[config.mk]
export PLATFORM = sky130hd
export DESIGN_NAME = edge_list_graph_store_top
export DESIGN_NICKNAME = d
export VERILOG_FILES = /design/src/rtl/core/elgs_pkg.sv /design/src/rtl/core/elgs_ram.sv /design/src/rtl/core/edge_list_graph_store_top.sv
export SDC_FILE = /design/constraint.sdc
export NUM_CORES = 1
export LEC_CHECK = 0
export BUFFER_PORTS_ARGS = -buffer_cell sky130_fd_sc_hd__buf_4
export CAP_MARGIN = 10
export CORE_MARGIN = 1
export CORE_UTILIZATION = 51
export DETAILED_ROUTE_END_ITERATION = 16
export HOLD_SLACK_MARGIN = 0.15
export PLACE_DENSITY = 0.72
export REMOVE_ABC_BUFFERS = 1
export SLEW_MARGIN = 20
export SYNTH_ARGS = -nofsm -noshare
export SYNTH_HDL_FRONTEND = slang
export SYNTH_SLANG_ARGS = --single-unit
[constraint.sdc]
create_clock -name clk -period 4.34 [get_ports clk]
set_input_delay 1.302 -clock clk [delete_from_list [all_inputs] [get_ports clk]]
set_output_delay 1.302 -clock clk [all_outputs]
set_load 0.02 [all_outputs]
[src/rtl/core/elgs_pkg.sv]
// Shared definitions for the edge list graph store: operation codes,
// field widths and the default table depth. No dependencies.
`timescale 1ns / 1ps
`default_nettype none

package elgs_pkg;

  // Default number of edges the table holds.
  localparam int MAX_EDGES_DEFAULT = 32;

  // Field widths.
  localparam int OP_W     = 3;
  localparam int VERTEX_W = 8;
  localparam int ANSWER_W = 8;

  // Operation codes.
  localparam logic [OP_W-1:0] OP_ADD = 3'd0;
  localparam logic [OP_W-1:0] OP_ADJ = 3'd1;
  localparam logic [OP_W-1:0] OP_DEG = 3'd2;
  localparam logic [OP_W-1:0] OP_NBR = 3'd3;
  localparam logic [OP_W-1:0] OP_CLR = 3'd4;

endpackage : elgs_pkg

`default_nettype wire

[src/rtl/core/elgs_ram.sv]
// Generic single-write, single-read RAM with a registered read port.
// Depends on nothing.
`timescale 1ns / 1ps
`default_nettype none

module elgs_ram #(
  parameter int WIDTH = 16,
  parameter int DEPTH = 32,
  localparam int AW   = (DEPTH > 1) ? $clog2(DEPTH) : 1
) (
  input  wire logic             clk,
  input  wire logic             wr_en,
  input  wire logic [AW-1:0]    wr_addr,
  input  wire logic [WIDTH-1:0] wr_data,
  input  wire logic [AW-1:0]    rd_addr,
  output logic      [WIDTH-1:0] rd_data
);

  logic [WIDTH-1:0] mem [DEPTH];

  // Write port and registered read port.
  always_ff @(posedge clk) begin
    if (wr_en) begin
      mem[wr_addr] <= wr_data;
    end
    rd_data <= mem[rd_addr];
  end

endmodule : elgs_ram

`default_nettype wire

[src/rtl/core/edge_list_graph_store_top.sv]
// Top level of the edge list graph store: control, scan logic and result registers.
// Depends on elgs_pkg and elgs_ram.
//
// An item is taken when start is high and busy is low. Add and clear finish in the
// cycle they are taken, keep busy low, and show their single result in the next
// cycle, so one may follow every cycle. Adjacency, degree and neighbor queries read
// the edge RAM once per stored edge, one entry per cycle, while busy is high; the
// registered read data is matched, and a flush state then shows the final result.
// With an empty table a query goes straight to the flush state. Each result is
// shown for exactly one cycle with result_valid high, and the receiver cannot
// hold it off. Neighbor results trail the RAM read by one matching edge, so that
// the final one can carry last_result. Unknown operation codes are dropped without
// a result.
`timescale 1ns / 1ps
`default_nettype none

module edge_list_graph_store_top
  import elgs_pkg::*;
#(
  parameter int MAX_EDGES = MAX_EDGES_DEFAULT
) (
  input  wire logic                clk,
  input  wire logic                rst,
  input  wire logic                start,
  output logic                     busy,
  input  wire logic [OP_W-1:0]     operation,
  input  wire logic [VERTEX_W-1:0] first_vertex,
  input  wire logic [VERTEX_W-1:0] second_vertex,
  output logic                     result_valid,
  output logic                     status,
  output logic [ANSWER_W-1:0]      answer,
  output logic                     empty_list,
  output logic                     last_result
);

  localparam int CNT_W  = $clog2(MAX_EDGES + 1);
  localparam int ADDR_W = (MAX_EDGES > 1) ? $clog2(MAX_EDGES) : 1;
  localparam int ENTRY_W = 2 * VERTEX_W;

  // Controller states.
  localparam logic [1:0] ST_IDLE  = 2'd0;
  localparam logic [1:0] ST_SCAN  = 2'd1;
  localparam logic [1:0] ST_FLUSH = 2'd2;

  logic [1:0]          state;
  logic [CNT_W-1:0]    count;
  logic [CNT_W-1:0]    issue_idx;
  logic                rd_valid;
  logic                rd_last;
  logic [OP_W-1:0]     op_q;
  logic [VERTEX_W-1:0] a_q;
  logic [VERTEX_W-1:0] b_q;
  logic                found;
  logic [CNT_W-1:0]    deg;
  logic [VERTEX_W-1:0] pend;
  logic                have_pend;

  logic                accept;
  logic                full;
  logic                issuing;
  logic                issue_last;
  logic                wr_en;
  logic [ENTRY_W-1:0]  rd_data;
  logic [VERTEX_W-1:0] ent_s;
  logic [VERTEX_W-1:0] ent_e;
  logic                hit_s;
  logic                hit_e;
  logic                adj_hit;

  assign busy   = (state != ST_IDLE);
  assign accept = start && !busy;
  assign full   = (count == CNT_W'(MAX_EDGES));
  assign wr_en  = accept && (operation == OP_ADD) && !full;

  // One RAM read is issued per cycle while entries remain.
  assign issuing    = (state == ST_SCAN) && (issue_idx < count);
  assign issue_last = (CNT_W'(issue_idx + 1'b1) == count);

  // Edge table: start vertex in the upper byte, end vertex in the lower.
  elgs_ram #(
    .WIDTH (ENTRY_W),
    .DEPTH (MAX_EDGES)
  ) u_edge_ram (
    .clk     (clk),
    .wr_en   (wr_en),
    .wr_addr (count[ADDR_W-1:0]),
    .wr_data ({first_vertex, second_vertex}),
    .rd_addr (issue_idx[ADDR_W-1:0]),
    .rd_data (rd_data)
  );

  // Match logic on the entry that comes back from the RAM.
  assign ent_s   = rd_data[ENTRY_W-1:VERTEX_W];
  assign ent_e   = rd_data[VERTEX_W-1:0];
  assign hit_s   = (ent_s == a_q);
  assign hit_e   = (ent_e == a_q);
  assign adj_hit = (hit_s && (ent_e == b_q)) || ((ent_s == b_q) && hit_e);

  // Controller, accumulators and result registers.
  always_ff @(posedge clk) begin
    if (rst) begin
      state        <= ST_IDLE;
      count        <= '0;
      issue_idx    <= '0;
      rd_valid     <= 1'b0;
      rd_last      <= 1'b0;
      result_valid <= 1'b0;
    end else begin
      result_valid <= 1'b0;
      rd_valid     <= issuing;
      rd_last      <= issuing && issue_last;
      if (issuing) begin
        issue_idx <= CNT_W'(issue_idx + 1'b1);
      end
      case (state)
        ST_IDLE: begin
          if (accept) begin
            case (operation)
              OP_ADD: begin
                result_valid <= 1'b1;
                status       <= full;
                answer       <= '0;
                empty_list   <= 1'b0;
                last_result  <= 1'b1;
                if (!full) begin
                  count <= CNT_W'(count + 1'b1);
                end
              end
              OP_CLR: begin
                count        <= '0;
                result_valid <= 1'b1;
                status       <= 1'b0;
                answer       <= '0;
                empty_list   <= 1'b0;
                last_result  <= 1'b1;
              end
              OP_ADJ, OP_DEG, OP_NBR: begin
                op_q      <= operation;
                a_q       <= first_vertex;
                b_q       <= second_vertex;
                issue_idx <= '0;
                found     <= 1'b0;
                deg       <= '0;
                have_pend <= 1'b0;
                state     <= (count == '0) ? ST_FLUSH : ST_SCAN;
              end
              default: begin
              end
            endcase
          end
        end
        ST_SCAN: begin
          if (rd_valid) begin
            if (adj_hit) begin
              found <= 1'b1;
            end
            if (hit_s || hit_e) begin
              deg <= CNT_W'(deg + 1'b1);
            end
            // Neighbor listing: release the held neighbor once another is found.
            if ((op_q == OP_NBR) && (hit_s || hit_e)) begin
              if (have_pend) begin
                result_valid <= 1'b1;
                status       <= 1'b0;
                answer       <= pend;
                empty_list   <= 1'b0;
                last_result  <= 1'b0;
              end
              pend      <= hit_s ? ent_e : ent_s;
              have_pend <= 1'b1;
            end
            if (rd_last) begin
              state <= ST_FLUSH;
            end
          end
        end
        ST_FLUSH: begin
          result_valid <= 1'b1;
          status       <= 1'b0;
          last_result  <= 1'b1;
          empty_list   <= 1'b0;
          case (op_q)
            OP_ADJ: answer <= ANSWER_W'(found);
            OP_DEG: answer <= ANSWER_W'(deg);
            OP_NBR: begin
              answer     <= have_pend ? pend : '0;
              empty_list <= !have_pend;
            end
            default: answer <= '0;
          endcase
          state <= ST_IDLE;
        end
        default: begin
          state <= ST_IDLE;
        end
      endcase
    end
  end

endmodule : edge_list_graph_store_top

`default_nettype wire

# Yosys cells after proc, flatten, opt, wreduce, memory -nomap -nowiden
# Memories as Yosys holds them, arrays and structs flattened. A register that Yosys moved wholly into a read port is not among the register bits.
# Cells that the tools add are included.
dict set report word_totals {
  register_bits 63
  ram_bits 512
  input_bits 22
  word_cells 135
  memories 1
}
dict set report classes {
  n_addsub 3
  n_lt_le_gt_ge 1
  eq_ne 26
  mux 55
  bitwise_logic 1
  n_reduce_logical 31
}
# name words word_bits rd rd_ports_with_merged_regs wr line
set memory_table {}
lappend memory_table {u_edge_ram.mem 32 16 1 1 1 elgs_ram.sv:19} ;# logic [WIDTH-1:0] mem [DEPTH];
# cell n
set op_table {}
lappend op_table {{$mux W8} 7}
lappend op_table {{$mux W6} 9}
lappend op_table {{$pmux W8 S3} 2}
lappend op_table {{$eq A8 B8 Y1} 4}
lappend op_table {{$pmux W6 S2} 2}
lappend op_table {{$mux W1} 22}
lappend op_table {{$add A6 B1 Y6 const B} 3}
lappend op_table {{$reduce_and A6 Y1} 3}
lappend op_table {{$reduce_and A4 Y1} 4}
lappend op_table {{$ne A2 B2 Y1 const B} 7}
lappend op_table {{$reduce_and A7 Y1} 2}
lappend op_table {{$eq A3 B2 Y1 const B} 4}
lappend op_table {{$pmux W1 S3} 4}
lappend op_table {{$mux W2} 5}
lappend op_table {{$logic_and A1 B1 Y1} 8}
lappend op_table {{$eq A3 B1 Y1 const B} 2}
lappend op_table {{$eq A6 B6 Y1} 1}
lappend op_table {{$eq A6 B6 Y1 const B} 1}
lappend op_table {{$logic_not A6 Y1} 1}
lappend op_table {{$lt A6 B6 Y1} 1}
lappend op_table {{$ne A2 B1 Y1 const B} 3}
lappend op_table {{$pmux W1 S2} 3}
lappend op_table {{$reduce_bool A2 Y1} 3}
lappend op_table {{$pmux W2 S2} 1}
lappend op_table {{12 further kinds} 15}

# Depth between registers and ports, before layout
dict set report logic_depth {
  ltp_word 7
  ltp_mapped 11
}

# Modules after synthesis
# Synthesis repeated with hierarchy kept, for this count alone.
dict set report unflattened {
  hier_cells 1432
  area_unflattened_um2 23825.4
}
# mod n_inst cells_each area_per_inst_um2 seq_area_each_um2
set modules_own_cells {}
lappend modules_own_cells {elgs_ram 1 1143 20534.7 15695.1}
lappend modules_own_cells {edge_list_graph_store_top 1 289 3290.7 1721.7}

# Worst setup path after synthesis
# No wires, ideal clock.
dict set report synth_timing {
  kind {input-to-reg}
  from {input port rst}
  to {register a_q[0] (enable)}
  setup_ns 0.444
  arrival_ns 3.444
  t_required_ns 3.896
  setup_slack_ns 0.453
  path_stages 2
  path_buffers 1
  path_cell_list {clkbuf_1 nor4_1}
}
dict set report synth_via {
  elab_chain_len 2
}
# item line
set synth_lines {}
lappend synth_lines {{from (decl)} edge_list_graph_store_top.sv:23} ;# input wire logic rst,
lappend synth_lines {{$not A1 Y1 (no line)} n/a}
lappend synth_lines {{$reduce_and A4 Y1 (no line)} n/a}
lappend synth_lines {{to (signal assigned)} edge_list_graph_store_top.sv:139} ;# a_q <= first_vertex;
lappend synth_lines {{to (decl)} edge_list_graph_store_top.sv:51} ;# logic [VERTEX_W-1:0] a_q;
# No other way between the ends.
# A chain may end at the register's enable or synchronous reset.

# Worst setup path after layout
dict set report layout_timing {
  from {register state[0]}
  to {output port busy}
}
dict set report layout_via {
  elab_chain_len 1
}
# item line
set layout_lines {}
lappend layout_lines {{from (decl)} edge_list_graph_store_top.sv:45} ;# logic [1:0] state;
lappend layout_lines {{from (signal assigned)} edge_list_graph_store_top.sv:145} ;# state <= (count == '0) ? ST_FLUSH : ST_SCAN;
lappend layout_lines {{$reduce_bool A2 Y1} edge_list_graph_store_top.sv:70} ;# assign busy = (state != ST_IDLE);
lappend layout_lines {{to (decl)} edge_list_graph_store_top.sv:25} ;# output logic busy,
# No other way between the ends.

==> results.py <==
metrics = {
    "run_status": {
        "status": "complete, no violations",
    },
    "logic_synthesis": {
        "synthXorXnorAreaFrac_pct": 1.61,
        "ys_seq_elements": 591,
        "ys_async_sr_fraction_pct": 0,
        "synthAdderAreaFrac_pct": 0.855,
        "synth_top_family_by_area": "multiplexers",
        "avgSynthCellArea_um2": 19.6,
        "yosysWarnings": 0,
        "synth_compound_area_share_pct": 2.67,
        "yosysUniqueCellTypes": 50,
        "synth_flop_cell": "edfxtp_1",
        "ys_seq_area_share_pct": 74.4,
        "synth.mux.area_fraction_pct": 15.6,
        "synth-edff-count": 558,
        "syn_area_um2": 23400,
        "yosys.area_share.simple_pct": 3.26,
        "synth_cells": 1192,
    },
    "floorplan": {
        "initial_core_util_pct": 51.7,
        "dieWidth_um": 216,
        "die_h_um": 216,
        "die_area_um2": 46800,
        "coreArea_um2": 45300,
        "io-pin-count": 35,
        "num_rows": 78,
    },
    "clock_network": {
        "insertion_delay_ns": 0.61,
        "cts_max_path_buffers": 3,
        "root_buffer": "clkbuf_16",
        "hold_buffers": 0,
        "cts_buffers": 55,
        "postCtsSetupBuffers": 0,
        "cts.sinks": 591,
        "cts_max_level": 2,
        "ctsResizeCount": 0,
        "cts_tree": "done",
        "path_clk_slew_ns": 0.06,
    },
    "worst_setup_path": {
        "cp_num_buf_inv": 3,
        "critPathKind": "reg2out",
        "cp_common_cell": "inv_1",
        "critPathMaxFanout": 8,
        "crit_slowest_cell": "ha_1",
        "cp-end-kind": "output port",
        "critPathRequiredTime_ns": 3.04,
        "cpPeakStageDelay_ns": 0.35,
        "crit_family": "buffers and inverters",
        "crit_chain": "inv_1, ha_1, inv_1, buf_4",
        "arrival_ns": 1.66,
        "crit_path_start_kind": "flip-flop",
    },
    "power": {
        "ir_drop_mv": 0.302,
        "leakage_uw": 0.00821,
        "total_power_uw": 11500,
        "power.density_nw_per_um2": 434,
    },
    "worst_hold_path": {
        "hold_class": "reg2reg",
    },
    "sta": {
        "fin_crit_sh_pct": 68.3,
        "finalHoldViolCount": 0,
        "tightest_slew_ns": 0.831,
        "min_period_ns": 2.96,
        "rsz0062_at_grt": "no",
        "finalSetupTns_ns": 0,
        "fin_ws_ns": 1.38,
        "fin_skew_ns": 0.0323,
        "fmax_mhz": 337,
        "setup_viol_count_final": 0,
        "slew_headroom_pct": 44.1,
        "slew_violations": 0,
    },
    "global_routing": {
        "grt_max_degree": 72,
        "track_usage_pct": 22.1,
        "grt.overflow.total": 0,
        "grt_pass1_wl_um": 74900,
        "antenna_found_initial": 1,
        "grt_pass1_vias": 11500,
    },
    "route": {
        "ant_nets": 0,
        "drtIter0Drc": 1536,
        "routed_wl_um": 50500,
        "vias": 11600,
        "first_pass_iters": 5,
        "wl_met2_um": 24000,
        "drc": 0,
        "wl_per_cell_um": 26.2,
        "via_per_inst": 6.00,
        "dr_wl_met3_um": 4060,
        "route.top_layer_used": "met4",
        "met1_length_um": 21500,
    },
    "place": {
        "place_area_um2": 24600,
        "io_buffers": 34,
        "post-dp-hpwl_um": 30500,
        "place.gp.congestion": 0.833,
        "pre_cts_slack_ns": 0.849,
    },
    "cells_and_area": {
        "final_area_um2": 26500,
        "finalNetCount": 1322,
        "area_delta_synth_final_pct": 13.2,
        "final_util_pct": 58.5,
        "drive_above_1_share_pct": 26.8,
    },
    "run": {
        "cap_violations": 0,
    },
}
-- tightest hold or removal path, delay by kind of cell (launching register included) --
kind | cells | cell delay, ns
compound gates | 2 | 0.14
flops | 1 | 0.35
-- layout make-up --
type,count,area [um2]
Fill cell,3291,18800
Sequential cell,591,17400
Multi-Input combinational cell,526,5650
Clock buffer,76,1590
Tap cell,600,751
Timing Repair Buffer,93,736
Clock inverter,27,279
Inverter,17,63.8
Antenna cell,1,2.50
-- per-layer routing --
metal  GRT usage [%]  vias to the layer above
li1                -                     5024
met1            32.3                     6004
met2            34.1                      491
met3            4.28                       58
met4            6.08                        0
met5               0                        -
-- cells in the final DEF, fill, tap and decap left out, types with 4 or more instances in the layout --
cell,n
nand4_1,8
nor3_1,4
nor4_1,5
clkbuf_8,9
mux4_2,128
bufinv_16,5
mux2i_1,33
nor2b_1,8
buf_4,90
clkinv_2,10
inv_1,16
clkbuf_16,57
o21ai_0,9
clkinv_1,8
nand3_1,16
nand2_1,33
mux2_2,40
nor2_1,74
xnor2_1,24
o21ai_1,16
a211oi_1,18
clkbuf_1,10
ha_1,16
a22oi_1,6
xor2_1,19
or3_1,4
a21oi_1,30
dfxtp_1,29
edfxtp_1,558
-- worst paths after layout --
kind | startpoint | to | slack [ns] | cells past startpoint
min | issue_idx[5] | issue_idx[5] | 0.54 | 2
min reg2reg | issue_idx[5] | issue_idx[5] | 0.54 | 2
max | state[0] | busy | 1.38 | 4
max reg2reg | issue_idx[0] | u_edge_ram.rd_data[15] | 1.53 | 6
-- cells by family (layout without fill, tap and decap cells) --
kind of cell | after synthesis | after routing
AO/OA/AOI/OAI | 99 | 99
other | 0 | 1
AND/OR/NAND/NOR | 167 | 167
XOR/XNOR | 43 | 43
adder cells (fa/ha/maj) | 16 | 16
buffers and inverters | 75 | 213
flip-flops | 591 | 591
multiplexers | 201 | 201
-- power by group --
part | switching [uW] | internal, uW | total [uW]
clock network | 2050 | 2860 | 4910
registers | 23.8 | 6270 | 6290
logic | 208 | 86.0 | 294
total | 2280 | 9210 | 11500
-- cell usage after synthesis (4+ instances only) --
master	n	area share [%]
a211oi_1	18	0.58
a21oi_1	30	0.64
a22oi_1	6	0.19
buf_1	4	0.064
buf_2	15	0.32
buf_4	5	0.16
buf_6	7	0.34
clkbuf_1	27	0.43
dfxtp_1	33	2.8
edfxtp_1	558	72
ha_1	16	0.85
inv_1	16	0.26
mux2_2	40	1.9
mux2i_1	33	1.4
mux4_2	128	12
nand2_1	33	0.53
nand3_1	16	0.34
nand4_1	8	0.21
nor2_1	74	1.2
nor2b_1	8	0.21
nor3_1	6	0.13
nor4_1	7	0.19
o21ai_0	9	0.19
o21ai_1	16	0.34
or3_1	4	0.11
xnor2_1	24	0.90
xor2_1	19	0.71
-- state kept, by name (all words and copies together), names as in the netlist --
signal              count
a_q                     8
deg                     6
empty_list              1
have_pend               1
state                   2
b_q                     8
answer                  8
result_valid            1
status                  1
last_result             1
found                   1
count                   6
rd_last                 1
pend                    8
u_edge_ram.rd_data     16
op_q                    3
u_edge_ram.mem        512
issue_idx               6
rd_valid                1
-- through the flow --
| step | std cells | hold slack (ns) |
|---|---|---|
| after floorplan | 1134 | 0.481 |
| after global placement | 1827 | 0.511 |
| after detailed placement | 1827 | 0.536 |
| after CTS | 1930 | 0.541 |
| after global routing | 1930 | 0.608 |
| final | 1931 | 0.542 |
Note: power is estimated with default switching activity, not from simulation.
